===== config.mk =====
export PLATFORM = sky130hd
export DESIGN_NAME = csfc_front
export DESIGN_NICKNAME = d
export VERILOG_FILES = /design/src/rtl/core/csfc_pkg.sv /design/src/rtl/core/csfc_front.sv
export SDC_FILE = /design/constraint.sdc
export NUM_CORES = 1
export LEC_CHECK = 0
export ABC_AREA = 1
export BUFFER_PORTS_ARGS = -buffer_cell sky130_fd_sc_hd__buf_4
export CAP_MARGIN = 20
export CORE_AREA = 2 2 131 133
export DETAILED_ROUTE_END_ITERATION = 16
export DIE_AREA = 0 0 133 135
export PLACE_DENSITY_LB_ADDON = 0.08
export SETUP_SLACK_MARGIN = 0.15
export SLEW_MARGIN = 30
export SYNTH_ARGS = -nofsm -noshare
export SYNTH_HDL_FRONTEND = slang
export SYNTH_SLANG_ARGS = --single-unit

===== constraint.sdc =====
create_clock -name i_clk -period 13.2 [get_ports i_clk]
set_input_delay 1.98 -clock i_clk [delete_from_list [all_inputs] [get_ports i_clk]]
set_output_delay 1.98 -clock i_clk [all_outputs]
set_load 0.01 [all_outputs]

===== src/rtl/core/csfc_pkg.sv =====
// Shared types, constants and arithmetic helpers of the cartesian/spherical
// frame converter. Depends on nothing; imported by all modules but the checker.
`default_nettype none

package csfc_pkg;

    localparam int CORDIC_STAGES = 24;
    localparam int VW            = 60;
    localparam int FIFO_DEPTH    = 4;
    localparam int FIFO_AW       = 2;

    localparam logic [31:0] GAIN_INV  = 32'h9B74EDA8;
    localparam logic [31:0] ANG_PI    = 32'h80000000;
    localparam logic [31:0] POLAR_MAX = 32'h7FFFFFFF;

    localparam logic [1:0] REQ_C2S   = 2'd0;
    localparam logic [1:0] REQ_S2C   = 2'd1;
    localparam logic [1:0] REQ_FRAME = 2'd2;
    localparam logic [1:0] REQ_NONE  = 2'd3;

    localparam logic [30:0] OBL_COS_RST = 31'd985138864;
    localparam logic [30:0] OBL_SIN_RST = 31'd427109969;

    typedef struct packed {
        logic [1:0]         req;
        logic signed [31:0] a;
        logic signed [31:0] b;
        logic signed [31:0] c;
        logic               fe;
        logic               xy_zero;
        logic               all_zero;
        logic               frame_pass;
    } t_item;

    typedef struct packed {
        logic [30:0] obl_cos;
        logic [30:0] obl_sin;
    } t_cfg;

    typedef struct packed {
        logic [1:0]            req;
        logic signed [31:0]    a;
        logic signed [31:0]    b;
        logic signed [31:0]    c;
        logic                  fe;
        logic                  xy_zero;
        logic                  all_zero;
        logic                  frame_pass;
        logic                  vec;
        logic                  flip;
        logic signed [VW-1:0]  x;
        logic signed [VW-1:0]  y;
        logic [31:0]           z;
        logic [31:0]           phi;
        logic signed [31:0]    ct;
        logic signed [31:0]    st;
        logic signed [31:0]    cp;
        logic signed [31:0]    sp;
        logic [63:0]           gh;
        logic [63:0]           gl;
        logic signed [63:0]    p0;
        logic signed [63:0]    p1;
        logic signed [63:0]    p2;
        logic signed [63:0]    p3;
        logic signed [33:0]    rs;
        logic [31:0]           oa;
        logic [31:0]           ob;
        logic [31:0]           oc;
        logic                  sat;
    } t_stage;

    function automatic logic [31:0] atan_at(input int k);
        case (k)
            0:  return 32'h20000000;
            1:  return 32'h12E4051E;
            2:  return 32'h09FB385B;
            3:  return 32'h051111D4;
            4:  return 32'h028B0D43;
            5:  return 32'h0145D7E1;
            6:  return 32'h00A2F61E;
            7:  return 32'h00517C55;
            8:  return 32'h0028BE53;
            9:  return 32'h00145F2F;
            10: return 32'h000A2F98;
            11: return 32'h000517CC;
            12: return 32'h00028BE6;
            13: return 32'h000145F3;
            14: return 32'h0000A2FA;
            15: return 32'h0000517D;
            16: return 32'h000028BE;
            17: return 32'h0000145F;
            18: return 32'h00000A30;
            19: return 32'h00000518;
            20: return 32'h0000028C;
            21: return 32'h00000146;
            22: return 32'h000000A3;
            23: return 32'h00000051;
            24: return 32'h00000029;
            25: return 32'h00000014;
            26: return 32'h0000000A;
            27: return 32'h00000005;
            28: return 32'h00000003;
            29: return 32'h00000001;
            30: return 32'h00000001;
            default: return 32'h00000000;
        endcase
    endfunction

    // one micro-rotation; vectoring drives y to zero, rotation drives z to zero
    function automatic t_stage cordic_step(input t_stage s, input int k);
        t_stage               r;
        logic                 dir;
        logic signed [VW-1:0] dx;
        logic signed [VW-1:0] dy;
        r   = s;
        dir = s.vec ? ~s.y[VW-1] : s.z[31];
        dx  = $signed(s.y) >>> k;
        dy  = $signed(s.x) >>> k;
        if (dir) begin
            r.x = s.x + dx;
            r.y = s.y - dy;
            r.z = s.z + atan_at(k);
        end else begin
            r.x = s.x - dx;
            r.y = s.y + dy;
            r.z = s.z - atan_at(k);
        end
        return r;
    endfunction

    function automatic t_stage vec_init(input t_stage s, input logic signed [VW-1:0] xi,
                                        input logic signed [VW-1:0] yi);
        t_stage r;
        r      = s;
        r.vec  = 1'b1;
        r.flip = 1'b0;
        if (xi[VW-1]) begin
            r.x = -xi;
            r.y = -yi;
            r.z = ANG_PI;
        end else begin
            r.x = xi;
            r.y = yi;
            r.z = 32'd0;
        end
        return r;
    endfunction

    function automatic t_stage rot_init(input t_stage s, input logic [31:0] ang);
        t_stage r;
        logic   fold;
        r      = s;
        fold   = ($signed(ang) > 32'sh40000000) || ($signed(ang) < -32'sh40000000);
        r.vec  = 1'b0;
        r.flip = fold;
        r.x    = $signed({{(VW-40){1'b0}}, GAIN_INV, 8'd0});
        r.y    = '0;
        r.z    = fold ? (ang ^ ANG_PI) : ang;
        return r;
    endfunction

    function automatic logic [31:0] round10(input logic signed [VW-1:0] v, input logic flip);
        logic signed [VW-1:0] t;
        t = v + $signed(VW'(512));
        t = t >>> 10;
        if (flip) begin
            t = -t;
        end
        return t[31:0];
    endfunction

    function automatic logic signed [69:0] round30(input logic signed [69:0] v);
        logic signed [69:0] t;
        t = v + 70'sd536870912;
        return t >>> 30;
    endfunction

    // {clipped, value}
    function automatic logic [32:0] sat32(input logic signed [69:0] v);
        if (v > 70'sd2147483647) begin
            return {1'b1, 32'h7FFFFFFF};
        end
        if (v < -70'sd2147483648) begin
            return {1'b1, 32'h80000000};
        end
        return {1'b0, v[31:0]};
    endfunction

    // gain removal: hi * G + round(lo * G / 2^32)
    function automatic logic [60:0] mag_fin(input logic [63:0] gh, input logic [63:0] gl);
        logic [64:0] t;
        t = {1'b0, gl} + 65'h0_8000_0000;
        return gh[60:0] + {28'd0, t[64:32]};
    endfunction

endpackage

`default_nettype wire


===== src/rtl/core/csfc_front.sv =====
// Front end: configuration registers on the APB port, input item accept and
// classification. Depends on csfc_pkg.
`default_nettype none

module csfc_front import csfc_pkg::*; (
    input  wire logic        i_clk,
    input  wire logic        i_rst_n,
    input  wire logic        s_axis_tvalid,
    output logic             s_axis_tready,
    input  wire logic [95:0] s_axis_tdata,  // in_a, in_b, in_c
    input  wire logic [3:0]  s_axis_tuser,  // req_type[1:0], from_equatorial, to_equatorial
    input  wire logic        psel,
    input  wire logic        penable,
    input  wire logic        pwrite,
    input  wire logic [2:0]  paddr,
    input  wire logic [31:0] pwdata,
    output logic [31:0]      prdata,
    output logic             pready,
    input  wire logic        i_ready,
    output logic             o_valid,
    output t_item            o_item,
    output t_cfg             o_cfg
);

    logic  r_valid;
    t_item r_item;
    t_item n_item;
    t_cfg  r_cfg;
    logic  w_acc;

    assign pready        = 1'b1;
    assign prdata        = paddr[2] ? {1'b0, r_cfg.obl_sin} : {1'b0, r_cfg.obl_cos};
    assign s_axis_tready = !r_valid || i_ready;
    assign w_acc         = s_axis_tvalid && s_axis_tready;
    assign o_valid       = r_valid;
    assign o_item        = r_item;
    assign o_cfg         = r_cfg;

    always_comb begin
        n_item.req        = s_axis_tuser[1:0];
        n_item.a          = s_axis_tdata[31:0];
        n_item.b          = s_axis_tdata[63:32];
        n_item.c          = s_axis_tdata[95:64];
        n_item.fe         = s_axis_tuser[2];
        n_item.xy_zero    = (s_axis_tdata[63:0] == 64'd0);
        n_item.all_zero   = (s_axis_tdata == 96'd0);
        n_item.frame_pass = (s_axis_tuser[2] == s_axis_tuser[3]);
    end

    always_ff @(posedge i_clk) begin
        if (!i_rst_n) begin
            r_valid       <= 1'b0;
            r_cfg.obl_cos <= OBL_COS_RST;
            r_cfg.obl_sin <= OBL_SIN_RST;
        end else begin
            if (w_acc) begin
                r_valid <= 1'b1;
            end else if (i_ready) begin
                r_valid <= 1'b0;
            end
            if (psel && penable && pwrite) begin
                if (paddr[2]) begin
                    r_cfg.obl_sin <= pwdata[30:0];
                end else begin
                    r_cfg.obl_cos <= pwdata[30:0];
                end
            end
        end
    end

    always_ff @(posedge i_clk) begin
        if (w_acc) begin
            r_item <= n_item;
        end
    end

endmodule

`default_nettype wire


==> metrics.txt <==
Final #Nets 1044; critical path arrival 3070 ps; area grow syn2layout 54.3%; Layout Utilization 56.8%; Via density 4.59; TritonCTS clock tree done; Hold WS 489 ps; period utilization 38.3%; PD cells 134 nW/um2; Post-Synthesis Cells 574; Inst Count DP 1103; largest family of logic cells by synthesized area simple AND/OR/NAND/NOR gates; Post-Synth XOR/XNOR Area 0.145%; count of different cell masters after synthesis 19; Fin Setup TNS 0 ps; Setup Viol. Count Final 0; status finished clean; final-layout fill cell count 1467; H-tree levels 4; Clk pin slew, worst setup/hold paths 60 ps; critical path data required time 11220 ps; Post-CTS Resized 0; # diodes 0; Post-Synth Adder-Cell Area 0%; reg2reg start o_valid; drt total wl 18.6 mm; Hold Path End o_cfg[11]; Fmax 0.198 GHz; root buffer cell clkbuf_16; min cycle time layout 5050 ps; most frequent cells in the layout buf_4 (337), nand2_1 (168), nor2_1 (129); gpl congestion 0.793; flop2flop setup slack 11010 ps; I/O Pins 341; hold path depth 2; reg2reg path depth 3; Port Buffers 335; Die Height 135 um; total power 1.25 mW; RSZ-0062 raised after global routing false; Global Route Usage Sum 20.3%; post-route ant nets 0; Startpoint Class input port; Area after DPL 8690 um2; post-CTS setup buffers 0; grt total ovfl 0; LEAKAGE 4.31 nW; VDD IR max 87.4 uV; proportion of synthesized area in mux cells 0%; reg2reg end o_item[71]; Placement Rows 47; Seq/Total Area, Yosys 71.6%; Place WS 8120 ps; drt wl/cell 16.4 um; Simple-Gate Fraction of Synth Area 21.7%; Pre-Repair DR Iteration Count 5; max-cap check violation count 0; Mean Syn Cell Area 10.5 um2; Final WS setup 8150 ps; first-pass GRT wire length 28.0 mm; vias in the first global route 5045; Initial DRC Count 241; min-delay src o_cfg[11]; cts hold-fix bufs 0; DRC 0; Clock Skew 4.55 ps; critical path class in2out; Compound-Gate Fraction of Synth Area 3.23%; post-route cell area 9320 um2; Hold/Removal Path Class reg2reg; largest net degree at the start of global routing 65; area of the die 18000 um2; clock latency on the worst-skew pair 420 ps; Starting Density 36.8%; routed vias 5208; Post-Layout Cell Count 1135; Core Box Area 16400 um2; initial antenna violation count 0; Clock Path Buffers 2; Final HPWL DP 13.8 mm; Die Wd 133 um; Post-Syn Nets 716; relative slew slack 44.7%; Worst Setup End Kind primary output; Fin. Hold Viols 0; critical-path maximum fanout 34; CTS sink cnt 165; most common cell after layout, fill and taps aside buf_4; Synth Cell Area 6040 um2; Ys Warns 0; CTS Buf Count 17; actual transition at the worst max-transition pin 828 ps; Slew Limit Fails 0; share of layout cells above drive strength 1 40.9%; Seq cells post-synth 165
==> metal layers <==
metal	vias to the layer above	wire, um	share of wire [%]	track usage, %
met4	0	434	2.3	7.83
met1	2424	7210	39	23.5
li1	2539	-	-	-
met5	-	0	0	0
met3	31	1490	8.0	6.19
met2	214	9470	51	35.3
==> worst max-delay path by stage <==
stage | startpoint | cells after the start | slack (ps) | to
finish | paddr[2] | 5 | 8150 | prdata[7]
global route | paddr[2] | 5 | 8030 | prdata[11]
CTS | paddr[2] | 5 | 8120 | prdata[13]
detailed placement | paddr[2] | 5 | 8120 | prdata[13]
global placement | paddr[2] | 5 | 8130 | prdata[25]
floorplan | s_axis_tvalid | 2 | 5660 | o_item[0]
==> cells in the mapped netlist <==
cell / count / area, um2
nand3_2: 1 / 10.0
nor2_1: 129 / 484
xnor2_1: 1 / 8.76
conb_1: 2 / 7.51
nor2_4: 2 / 22.5
nand4_1: 4 / 25.0
o21ai_1: 5 / 25.0
a21oi_1: 3 / 15.0
nand3_1: 27 / 135
buf_2: 8 / 40.0
edfxtp_1: 102 / 3060
inv_2: 3 / 11.3
dfxtp_1: 63 / 1260
buf_4: 7 / 52.6
nand2_1: 168 / 631
clkbuf_1: 10 / 37.5
inv_1: 5 / 18.8
buf_6: 3 / 33.8
o21ai_0: 31 / 155
==> cells by family (layout without fill, tap and decap cells) <==
logic type / Yosys count / after routing
and+or+nand+nor: 331 / 331
DFF: 165 / 165
AOI/OAI and AO/OA: 39 / 39
buffers and inverters: 36 / 377
xor gates and xnor gates: 1 / 1
other: 2 / 2
==> final cells by class <==
cell class,instances,area (um2),share of cell area (%)
Sequential cell,165,4320,46.4
Multi-Input combinational cell,373,1530,16.4
Timing Repair Buffer,337,2530,27.2
Clock inverter,14,199,2.14
Tap cell,220,275,2.95
Inverter,8,30.0,0.322
Clock buffer,18,429,4.61
==> where the power goes <==
part / total (mW) / switching, mW / internal, mW
sequential: 0.587 / 0.0109 / 0.576
combinational: 0.140 / 0.0685 / 0.0711
clock: 0.522 / 0.203 / 0.319
==> critical path: stages <==
cell and delay, ps:
buf_4 240, inv_2 490, nand2_1 120, nand2_1 90
buf_4 110
==> sequential cells by signal, summed over array words and instances (netlist names) <==
| name | flops |
|---|---|
| o_valid | 1 |
| o_item | 102 |
| o_cfg | 62 |
Power figures use the tool's default switching activity.
