File: config.mk
export PLATFORM = sky130hd
export DESIGN_NAME = csfc_fifo
export DESIGN_NICKNAME = d
export VERILOG_FILES = /design/src/rtl/core/csfc_pkg.sv /design/src/rtl/core/csfc_fifo.sv
export SDC_FILE = /design/constraint.sdc
export NUM_CORES = 1
export LEC_CHECK = 0
export BUFFER_PORTS_ARGS = -buffer_cell sky130_fd_sc_hd__buf_2
export CAP_MARGIN = 30
export CORE_ASPECT_RATIO = 0.8
export CORE_UTILIZATION = 55
export DETAILED_ROUTE_END_ITERATION = 12
export PLACE_DENSITY_LB_ADDON = 0.1
export SYNTH_ARGS = -nofsm -noshare
export SYNTH_HDL_FRONTEND = slang
export SYNTH_SLANG_ARGS = --single-unit
File: constraint.sdc
create_clock -name i_clk -period 5 [get_ports i_clk]
set_clock_uncertainty 0.1 [all_clocks]
set_input_delay 0.75 -clock i_clk [delete_from_list [all_inputs] [get_ports i_clk]]
set_output_delay 0.75 -clock i_clk [all_outputs]
set_load 0.01 [all_outputs]
File: src/rtl/core/csfc_pkg.sv
// Shared types, constants and arithmetic helpers of the cartesian/spherical
// frame converter. Depends on nothing; imported by all modules but the checker.
`default_nettype none

package csfc_pkg;

    localparam int CORDIC_STAGES = 24;
    localparam int VW            = 60;
    localparam int FIFO_DEPTH    = 4;
    localparam int FIFO_AW       = 2;

    localparam logic [31:0] GAIN_INV  = 32'h9B74EDA8;
    localparam logic [31:0] ANG_PI    = 32'h80000000;
    localparam logic [31:0] POLAR_MAX = 32'h7FFFFFFF;

    localparam logic [1:0] REQ_C2S   = 2'd0;
    localparam logic [1:0] REQ_S2C   = 2'd1;
    localparam logic [1:0] REQ_FRAME = 2'd2;
    localparam logic [1:0] REQ_NONE  = 2'd3;

    localparam logic [30:0] OBL_COS_RST = 31'd985138864;
    localparam logic [30:0] OBL_SIN_RST = 31'd427109969;

    typedef struct packed {
        logic [1:0]         req;
        logic signed [31:0] a;
        logic signed [31:0] b;
        logic signed [31:0] c;
        logic               fe;
        logic               xy_zero;
        logic               all_zero;
        logic               frame_pass;
    } t_item;

    typedef struct packed {
        logic [30:0] obl_cos;
        logic [30:0] obl_sin;
    } t_cfg;

    typedef struct packed {
        logic [1:0]            req;
        logic signed [31:0]    a;
        logic signed [31:0]    b;
        logic signed [31:0]    c;
        logic                  fe;
        logic                  xy_zero;
        logic                  all_zero;
        logic                  frame_pass;
        logic                  vec;
        logic                  flip;
        logic signed [VW-1:0]  x;
        logic signed [VW-1:0]  y;
        logic [31:0]           z;
        logic [31:0]           phi;
        logic signed [31:0]    ct;
        logic signed [31:0]    st;
        logic signed [31:0]    cp;
        logic signed [31:0]    sp;
        logic [63:0]           gh;
        logic [63:0]           gl;
        logic signed [63:0]    p0;
        logic signed [63:0]    p1;
        logic signed [63:0]    p2;
        logic signed [63:0]    p3;
        logic signed [33:0]    rs;
        logic [31:0]           oa;
        logic [31:0]           ob;
        logic [31:0]           oc;
        logic                  sat;
    } t_stage;

    function automatic logic [31:0] atan_at(input int k);
        case (k)
            0:  return 32'h20000000;
            1:  return 32'h12E4051E;
            2:  return 32'h09FB385B;
            3:  return 32'h051111D4;
            4:  return 32'h028B0D43;
            5:  return 32'h0145D7E1;
            6:  return 32'h00A2F61E;
            7:  return 32'h00517C55;
            8:  return 32'h0028BE53;
            9:  return 32'h00145F2F;
            10: return 32'h000A2F98;
            11: return 32'h000517CC;
            12: return 32'h00028BE6;
            13: return 32'h000145F3;
            14: return 32'h0000A2FA;
            15: return 32'h0000517D;
            16: return 32'h000028BE;
            17: return 32'h0000145F;
            18: return 32'h00000A30;
            19: return 32'h00000518;
            20: return 32'h0000028C;
            21: return 32'h00000146;
            22: return 32'h000000A3;
            23: return 32'h00000051;
            24: return 32'h00000029;
            25: return 32'h00000014;
            26: return 32'h0000000A;
            27: return 32'h00000005;
            28: return 32'h00000003;
            29: return 32'h00000001;
            30: return 32'h00000001;
            default: return 32'h00000000;
        endcase
    endfunction

    // one micro-rotation; vectoring drives y to zero, rotation drives z to zero
    function automatic t_stage cordic_step(input t_stage s, input int k);
        t_stage               r;
        logic                 dir;
        logic signed [VW-1:0] dx;
        logic signed [VW-1:0] dy;
        r   = s;
        dir = s.vec ? ~s.y[VW-1] : s.z[31];
        dx  = $signed(s.y) >>> k;
        dy  = $signed(s.x) >>> k;
        if (dir) begin
            r.x = s.x + dx;
            r.y = s.y - dy;
            r.z = s.z + atan_at(k);
        end else begin
            r.x = s.x - dx;
            r.y = s.y + dy;
            r.z = s.z - atan_at(k);
        end
        return r;
    endfunction

    function automatic t_stage vec_init(input t_stage s, input logic signed [VW-1:0] xi,
                                        input logic signed [VW-1:0] yi);
        t_stage r;
        r      = s;
        r.vec  = 1'b1;
        r.flip = 1'b0;
        if (xi[VW-1]) begin
            r.x = -xi;
            r.y = -yi;
            r.z = ANG_PI;
        end else begin
            r.x = xi;
            r.y = yi;
            r.z = 32'd0;
        end
        return r;
    endfunction

    function automatic t_stage rot_init(input t_stage s, input logic [31:0] ang);
        t_stage r;
        logic   fold;
        r      = s;
        fold   = ($signed(ang) > 32'sh40000000) || ($signed(ang) < -32'sh40000000);
        r.vec  = 1'b0;
        r.flip = fold;
        r.x    = $signed({{(VW-40){1'b0}}, GAIN_INV, 8'd0});
        r.y    = '0;
        r.z    = fold ? (ang ^ ANG_PI) : ang;
        return r;
    endfunction

    function automatic logic [31:0] round10(input logic signed [VW-1:0] v, input logic flip);
        logic signed [VW-1:0] t;
        t = v + $signed(VW'(512));
        t = t >>> 10;
        if (flip) begin
            t = -t;
        end
        return t[31:0];
    endfunction

    function automatic logic signed [69:0] round30(input logic signed [69:0] v);
        logic signed [69:0] t;
        t = v + 70'sd536870912;
        return t >>> 30;
    endfunction

    // {clipped, value}
    function automatic logic [32:0] sat32(input logic signed [69:0] v);
        if (v > 70'sd2147483647) begin
            return {1'b1, 32'h7FFFFFFF};
        end
        if (v < -70'sd2147483648) begin
            return {1'b1, 32'h80000000};
        end
        return {1'b0, v[31:0]};
    endfunction

    // gain removal: hi * G + round(lo * G / 2^32)
    function automatic logic [60:0] mag_fin(input logic [63:0] gh, input logic [63:0] gl);
        logic [64:0] t;
        t = {1'b0, gl} + 65'h0_8000_0000;
        return gh[60:0] + {28'd0, t[64:32]};
    endfunction

endpackage

`default_nettype wire

File: src/rtl/core/csfc_fifo.sv
// Short item queue between the front end and the arithmetic pipeline.
// Depends on csfc_pkg.
`default_nettype none

module csfc_fifo import csfc_pkg::*; (
    input  wire logic i_clk,
    input  wire logic i_rst_n,
    input  wire logic i_push,
    input  t_item     i_item,
    output logic      o_ready,
    output logic      o_valid,
    output t_item     o_item,
    input  wire logic i_pop
);

    t_item              r_mem [FIFO_DEPTH];
    logic [FIFO_AW-1:0] r_wr;
    logic [FIFO_AW-1:0] r_rd;
    logic [FIFO_AW:0]   r_cnt;
    logic               w_push;
    logic               w_pop;

    assign o_ready = (r_cnt != (FIFO_AW+1)'(FIFO_DEPTH));
    assign o_valid = (r_cnt != '0);
    assign o_item  = r_mem[r_rd];
    assign w_push  = i_push && o_ready;
    assign w_pop   = i_pop && o_valid;

    always_ff @(posedge i_clk) begin
        if (!i_rst_n) begin
            r_wr  <= '0;
            r_rd  <= '0;
            r_cnt <= '0;
        end else begin
            if (w_push) begin
                r_wr <= r_wr + 1'b1;
            end
            if (w_pop) begin
                r_rd <= r_rd + 1'b1;
            end
            if (w_push && !w_pop) begin
                r_cnt <= r_cnt + 1'b1;
            end else if (w_pop && !w_push) begin
                r_cnt <= r_cnt - 1'b1;
            end
        end
    end

    always_ff @(posedge i_clk) begin
        if (w_push) begin
            r_mem[r_wr] <= i_item;
        end
    end

endmodule

`default_nettype wire

==> results.py, run 1 <==
metrics = {
    "worst_setup_path": {
        "rrSetupSlack_ns": 2.40,
        "cp.buffers_inverters": 2,
        "crit_path_end_kind": "output pin",
        "critPathLaunchType": "flip-flop",
        "cp.arrival_ns": 2.67,
        "cpPeakStageDelay_ns": 0.74,
        "reg2reg_to": "r_mem[3][57]",
        "crit_path_max_fanout": 31,
        "required_ns": 4.15,
        "path_cells": "buf_4 > mux4_2 > buf_2",
        "cp_top_family": "flip-flops",
        "r2r_cells": 4,
        "r2r-start": "r_cnt[1]",
        "slowest_stage": "dfxtp_4",
        "timing_worst_setup_path_type": "reg2out",
    },
    "grt": {
        "grt_pass1_wl_um": 41600,
        "grt_pass1_vias": 7337,
        "grt_max_degree": 62,
        "grt_usage_pct": 20.0,
        "grt_overflow": 0,
        "antenna_found_initial": 4,
    },
    "logic_synthesis": {
        "synthesis.nets": 692,
        "netlist.area_leader.share_pct": 80.7,
        "yosysMostFrequentCell": "edfxtp_1",
        "syn-cell-area_um2": 15200,
        "yosys-top-cells-count": "edfxtp_1 (408), mux4_2 (102), buf_2 (10)",
        "seq_area_frac_synth_pct": 81.9,
        "synth_seq_cells": 417,
        "synth-main-ff-cell": "edfxtp_1",
        "yosys.area.top_type": "edfxtp_1",
        "synthTopCellsByArea": "edfxtp_1 (81%), mux4_2 (15%), dfxtp_1 (1.2%)",
        "syn_avg_cell_area_um2": 26.2,
        "synth-edff-count": 408,
        "ys_async_sr_fraction_pct": 0,
        "yosys_warnings": 0,
        "synth_cell_types": 22,
        "synth_cells": 580,
    },
    "die": {
        "initial_core_util_pct": 55.8,
        "fp.dieH_um": 151,
        "die_w_um": 188,
        "io-pin-count": 210,
        "coreArea_um2": 27200,
        "dieArea_um2": 28300,
        "rows": 54,
    },
    "clock_network": {
        "clock_path_buffers": 3,
        "h-tree-depth": 2,
        "cts_tree": "done",
        "cts-root-buf": "clkbuf_16",
        "cts_sinks": 417,
        "clk_latency_ns": 0.52,
        "hold_buffers": 0,
        "post_cts_resized": 0,
        "numCtsBuffers": 40,
        "post_cts_buffers": 0,
        "clk_pin_slew_ns": 0.06,
    },
    "sta": {
        "layout_min_cycle_time_ns": 3.52,
        "tns_ns": 0,
        "hold_violations": 0,
        "drv_slew": 0,
        "fmax_ghz": 0.284,
        "rsz0062_at_grt": "no",
        "timing.hold.ws_ns": 0.336,
        "finalSetupViolCount": 0,
        "slew_headroom_pct": 41.6,
        "min_period_over_period_pct": 70.4,
        "tightest_slew_ns": 0.877,
    },
    "cells_and_area": {
        "fin_cells": 1217,
        "fill_cells": 1764,
        "fin_nets": 932,
        "drive_gt1_share_pct": 45.4,
        "area_delta_synth_final_pct": 18.5,
    },
    "min_path": {
        "min_from": "i_item[22]",
        "hold_path_class": "in2reg",
        "worstHoldPathCells": 1,
        "hold_end": "r_mem[2][22]",
    },
    "drt": {
        "firstDrtPassIters": 4,
        "drc": 0,
        "vias_per_cell": 5.64,
        "vias": 6860,
        "routed_wirelength_um": 27800,
        "drtIter0Drc": 458,
        "wl_per_cell_um": 22.8,
        "postRouteAntennaNets": 0,
    },
    "job": {
        "max_cap_viol_count": 0,
    },
    "placed_design": {
        "gp_congestion": 0.770,
        "place_inst": 1141,
        "portBuffers": 209,
        "post-dp-hpwl_um": 16800,
    },
    "power": {
        "p_leak_nw": 6.01,
        "p_per_area_nw_per_um2": 517,
        "ir_drop_mv": 0.375,
    },
    "outcome": {
        "run_status": "finished clean",
    },
}
-- worst max-delay path by stage --
| stage | startpoint | endpoint | slack (ns) | cells past startpoint |
|---|---|---|---|---|
| after floorplan | i_push | r_mem[0][0] | 1.0 | 2 |
| after global placement | flip-flop | o_item[97] | 1.97 | 3 |
| after detailed placement | flip-flop | o_item[24] | 1.94 | 3 |
| after CTS | flip-flop | o_item[20] | 1.36 | 3 |
| after global routing | flip-flop | o_item[97] | 1.23 | 3 |
| final | flip-flop | o_item[20] | 1.48 | 3 |
-- layer usage --
metal	vias up	track usage [%]	routed length (µm)
li1	2984	-	-
met3	52	5.22	2140
met2	234	32.4	13500
met1	3586	27.3	11500
met5	-	0	24
met4	4	5.89	565
-- worst register-to-register path, stage by stage (launching register included) --
cell and delay, ns:
dfxtp_1 0.43, nor2_1 0.11, a21boi_2 0.35, and2_4 0.80
buf_12 0.39
-- cells in the final DEF, fill, tap and decap left out, drive strengths merged, types with 2 or more instances in the layout --
| master | count |
|---|---|
| buf | 221 |
| diode | 3 |
| edfxtp | 408 |
| a21boi | 2 |
| clkinv | 15 |
| ha | 5 |
| mux2i | 3 |
| inv | 5 |
| mux4 | 102 |
| or3 | 2 |
| dfxtp | 9 |
| nand2 | 5 |
| clkbuf | 49 |
| xnor2 | 3 |
| and2 | 8 |
| clkinvlp | 4 |
| bufinv | 2 |
-- registers in the layout, indices dropped and copies added, names as in the netlist, named ones only --
| register | count |
|---|---|
| r_mem | 408 |
| r_cnt | 3 |
| r_rd | 2 |
| r_wr | 2 |
-- through the flow --
stage	utilization (%)	setup slack, ns	area [µm²]	total power, W
floorplan	-	0.999	15200	0.00583
CTS	65.9	1.36	18000	0.00943
finish	66.1	1.48	18000	0.00930
global route	66.1	1.23	18000	0.00969
detailed placement	61.4	1.94	16700	0.00658
global placement	61.2	1.97	16700	0.00651
-- cells by family after synthesis --
group / count (synthesis) / share of synthesized area, %
DFF: 417 / 81.9
muxes: 105 / 15.3
buffers and inverters: 26 / 1.17
and+or+nand+nor: 17 / 0.601
adders and majority gates: 6 / 0.544
AOI/OAI and AO/OA: 5 / 0.264
xor gates and xnor gates: 4 / 0.231
-- area by class of cell --
class / count / area [µm²] / share of cell area, %
Tap cell: 364 / 455 / 2.53
Multi-Input combinational cell: 137 / 2590 / 14.4
Timing Repair Buffer: 221 / 1250 / 6.93
Inverter: 3 / 11.3 / 0.0626
Clock buffer: 49 / 1080 / 5.98
Clock inverter: 23 / 170 / 0.946
Sequential cell: 417 / 12400 / 69.1
Antenna cell: 3 / 7.51 / 0.0417
-- power breakdown --
part           leakage (nW)  switching (W)  internal, W
Combinational          1.59        0.00103      0.00101
Clock                 0.600        0.00120      0.00164
Sequential             3.81       0.000170      0.00424
No activity file was read; power rests on OpenSTA's default activity.
==> run 2, diff against run 1 <==
--- a/config.mk
+++ b/config.mk
@@ -5,6 +5,7 @@
 export SDC_FILE = /design/constraint.sdc
 export NUM_CORES = 1
 export LEC_CHECK = 0
+export ABC_AREA = 1
 export BUFFER_PORTS_ARGS = -buffer_cell sky130_fd_sc_hd__buf_2
 export CAP_MARGIN = 30
 export CORE_ASPECT_RATIO = 0.8
==> constraint.sdc (replaced) <==
create_clock -name i_clk -period 3.4 [get_ports i_clk]
set_clock_uncertainty 0.1 [all_clocks]
set_input_delay 0.51 -clock i_clk [delete_from_list [all_inputs] [get_ports i_clk]]
set_output_delay 0.51 -clock i_clk [all_outputs]
set_load 0.01 [all_outputs]
==> run 2 against run 1 <==
  * Count of clock-buffer cells in the layout grew 3
  * Sequential share of layout area decreased by 1.1 points
  * Largest power group unchanged
  * Critical path type unchanged
  * Sequential cell count unchanged
  * Largest cell class unchanged
  * First-iteration DRC count is 42% higher
  * Register-to-register slack got worse by 1.3 ns
  * Cell area up 1.6%
  * Utilization grew 0.43 points
  * Critical endpoint is now o_item[13]
==> results.py, run 2 <==
metrics = {
    "outcome": {
        "run_status": "finished clean",
    },
    "logic_synthesis": {
        "netlist.area_leader.share_pct": 78.7,
        "synth_cell_types": 20,
        "synth_cells": 1054,
        "synthTopCellsByArea": "edfxtp_1 (79%), nor2_1 (5.3%), o21ai_0 (4.7%)",
        "synthAdderAreaFrac_pct": 0.531,
        "yosys_warnings": 0,
        "ys_async_sr_fraction_pct": 0,
        "synth_mux_area_share_pct": 0,
        "yosys.area.top_type": "edfxtp_1",
        "synth-main-ff-cell": "edfxtp_1",
        "synth_top_family_by_area": "compound AO/OA/AOI/OAI gates",
        "synth_xor_area_share_pct": 0.0563,
        "syn_avg_cell_area_um2": 14.8,
        "synth-simple-area-share_pct": 5.80,
        "synth_seq_cells": 417,
        "synth-edff-count": 408,
        "synth_compound_area_share_pct": 10.8,
        "synthesis.nets": 1166,
        "yosys-top-cells-count": "edfxtp_1 (408), nor2_1 (218), o21ai_0 (145)",
        "syn-cell-area_um2": 15600,
        "yosysMostFrequentCell": "edfxtp_1",
        "seq_area_frac_synth_pct": 79.9,
    },
    "grt": {
        "antenna_found_initial": 7,
        "grt_pass1_wl_um": 49300,
        "grt_pass1_vias": 9025,
        "grt_overflow": 0,
        "grt_max_degree": 105,
        "grt_usage_pct": 22.1,
    },
    "sta": {
        "tns_ns": 0,
        "min_period_over_period_pct": 87.7,
        "layout_min_cycle_time_ns": 2.98,
        "drv_slew": 0,
        "setup_ws_ns": 0.418,
        "tightest_slew_ns": 0.792,
        "fmax_ghz": 0.335,
        "rsz0062_at_grt": "no",
        "finalSetupViolCount": 0,
        "slew_headroom_pct": 47.2,
        "hold_violations": 0,
        "timing.hold.ws_ns": 0.0971,
    },
    "worst_setup_path": {
        "cp_top_family": "buffers and inverters",
        "timing_worst_setup_path_type": "reg2out",
        "slowest_stage": "dfxtp_4",
        "critPathLaunchType": "flip-flop",
        "path_cells": "buf_4 > o21ai_0 > o22ai_1 > buf_2",
        "cp.arrival_ns": 2.37,
        "crit_path_max_fanout": 58,
        "required_ns": 2.79,
        "cp.buffers_inverters": 2,
        "r2r-start": "r_cnt[1]",
        "crit_path_end_kind": "output pin",
        "cpPeakStageDelay_ns": 0.66,
    },
    "cells_and_area": {
        "fin_cells": 1656,
        "regMostFlops": "r_mem",
        "drive_gt1_share_pct": 22.4,
        "final_common_cell": "edfxtp_1",
        "top_regs": "r_mem x408, r_cnt x3",
        "final_cell_mix": "edfxtp_1 (408), nor2_1 (214), buf_2 (209), o21ai_0 (145), o22ai_1 (102)",
        "design_area_um2": 18300,
        "largest_reg_flops": 408,
        "area_delta_synth_final_pct": 17.5,
        "fill_cells": 1982,
        "fin_nets": 1367,
    },
    "job": {
        "max_cap_viol_count": 0,
    },
    "clock_network": {
        "h-tree-depth": 2,
        "cts-root-buf": "clkbuf_16",
        "clock_path_buffers": 3,
        "numCtsBuffers": 41,
        "cts_sinks": 417,
        "clk_pin_slew_ns": 0.06,
        "clk_latency_ns": 0.52,
        "post_cts_resized": 0,
        "cts_tree": "done",
        "post_cts_buffers": 0,
        "hold_buffers": 0,
    },
    "drt": {
        "vias_per_cell": 5.52,
        "wl_per_cell_um": 19.3,
        "postRouteAntennaNets": 0,
        "routed_wirelength_um": 31900,
        "wl_met1_um": 13800,
        "highest_layer": "met5",
        "vias": 9146,
        "dr_wl_met2_um": 15000,
        "drc": 0,
        "drtIter0Drc": 649,
        "route.met3.wl_um": 2500,
        "firstDrtPassIters": 4,
    },
    "power": {
        "p_seq_share_pct": 45.7,
        "swShare_pct": 29.0,
        "intPower_w": 0.00998,
        "p_leak_nw": 6.41,
        "comb_power_share_pct": 22.5,
        "p_switching_w": 0.00408,
        "p_per_area_nw_per_um2": 769,
        "ir_drop_mv": 0.509,
        "clockPowerShare_pct": 31.8,
    },
    "die": {
        "die_w_um": 190,
        "coreArea_um2": 27500,
        "fp.dieH_um": 152,
        "initial_core_util_pct": 56.6,
        "rows": 54,
        "io-pin-count": 210,
        "dieArea_um2": 29000,
    },
    "min_path": {
        "hold_path_class": "in2reg",
        "min_from": "i_item[42]",
    },
    "placed_design": {
        "place_inst": 1576,
        "portBuffers": 209,
        "place_ws_ns": 0.923,
        "post-dp-hpwl_um": 17300,
        "dpl_cell_area_um2": 16900,
        "gp_congestion": 0.735,
    },
}
run 2: cell types whose count changed after synthesis, moves of 7 or more:
cell	previous run	this run
o22ai_1	0	102
nor2_1	1	218
and2_1	8	0
inv_1	3	15
clkbuf_1	4	30
o21ai_0	1	145
mux4_2	102	0
buf_4	0	7
o21ai_1	0	60
nand2_1	5	15
run 2: metal layers:
metal	global-route usage (%)	vias up
met5	0	-
met4	6.61	4
li1	-	4384
met1	30.3	4467
met2	34.5	237
met3	6.45	54
run 2: worst paths after layout:
check / end / slack, ns / cells after the start
setup reg to reg: r_cnt[1] / 1.14 / 9
hold / removal: r_mem[2][42] / 0.1 / 1
hold reg to reg: flip-flop / 0.41 / 2
setup / recovery: o_item[13] / 0.42 / 4
run 2: stage by stage:
step	total power [W]	util, %
after floorplan	0.00851	-
after global placement	0.00968	61.6
after detailed placement	0.00973	61.6
after CTS	0.0142	66.5
after global routing	0.0147	66.5
final	0.0141	66.5
run 2: worst register-to-register path: stages (launching register included):
cell,delay [ns]
dfxtp_1,0.33
nor2_1,0.14
nand2_1,0.12
nand2_1,0.33
inv_1,0.15
ha_1,0.24
inv_1,0.09
fa_1,0.41
o21ai_0,0.18
nor2_1,0.05
run 2: cell families (layout without fill, tap and decap cells):
family | after synthesis | after routing
AO/OA/AOI/OAI | 310 | 310
XOR/XNOR | 1 | 1
adder cells (fa/ha/maj) | 6 | 6
buffers and inverters | 82 | 315
flip-flops | 417 | 417
other | 0 | 5
AND/OR/NAND/NOR | 238 | 238
run 2: power groups by stage:
stage	Sequential, W	Combinational (W)	Clock (W)
finish	0.00642	0.00316	0.00447
global route	0.00647	0.00349	0.00474
CTS	0.00643	0.00321	0.00455
detailed placement	0.00653	0.00319	0
global placement	0.00652	0.00316	0
floorplan	0.00649	0.00202	0
run 2: final cells by class:
type                       instances  area, µm²  area share [%]
sequential                       417      12400            68.0
multi-input combinational        555       2700            14.8
timing repair buffer             224       1270            6.95
clock buffer                      52       1110            6.07
tap                              364        455            2.49
clock inverter                    23        231            1.27
inverter                          16       66.3           0.363
antenna                            5       12.5          0.0684
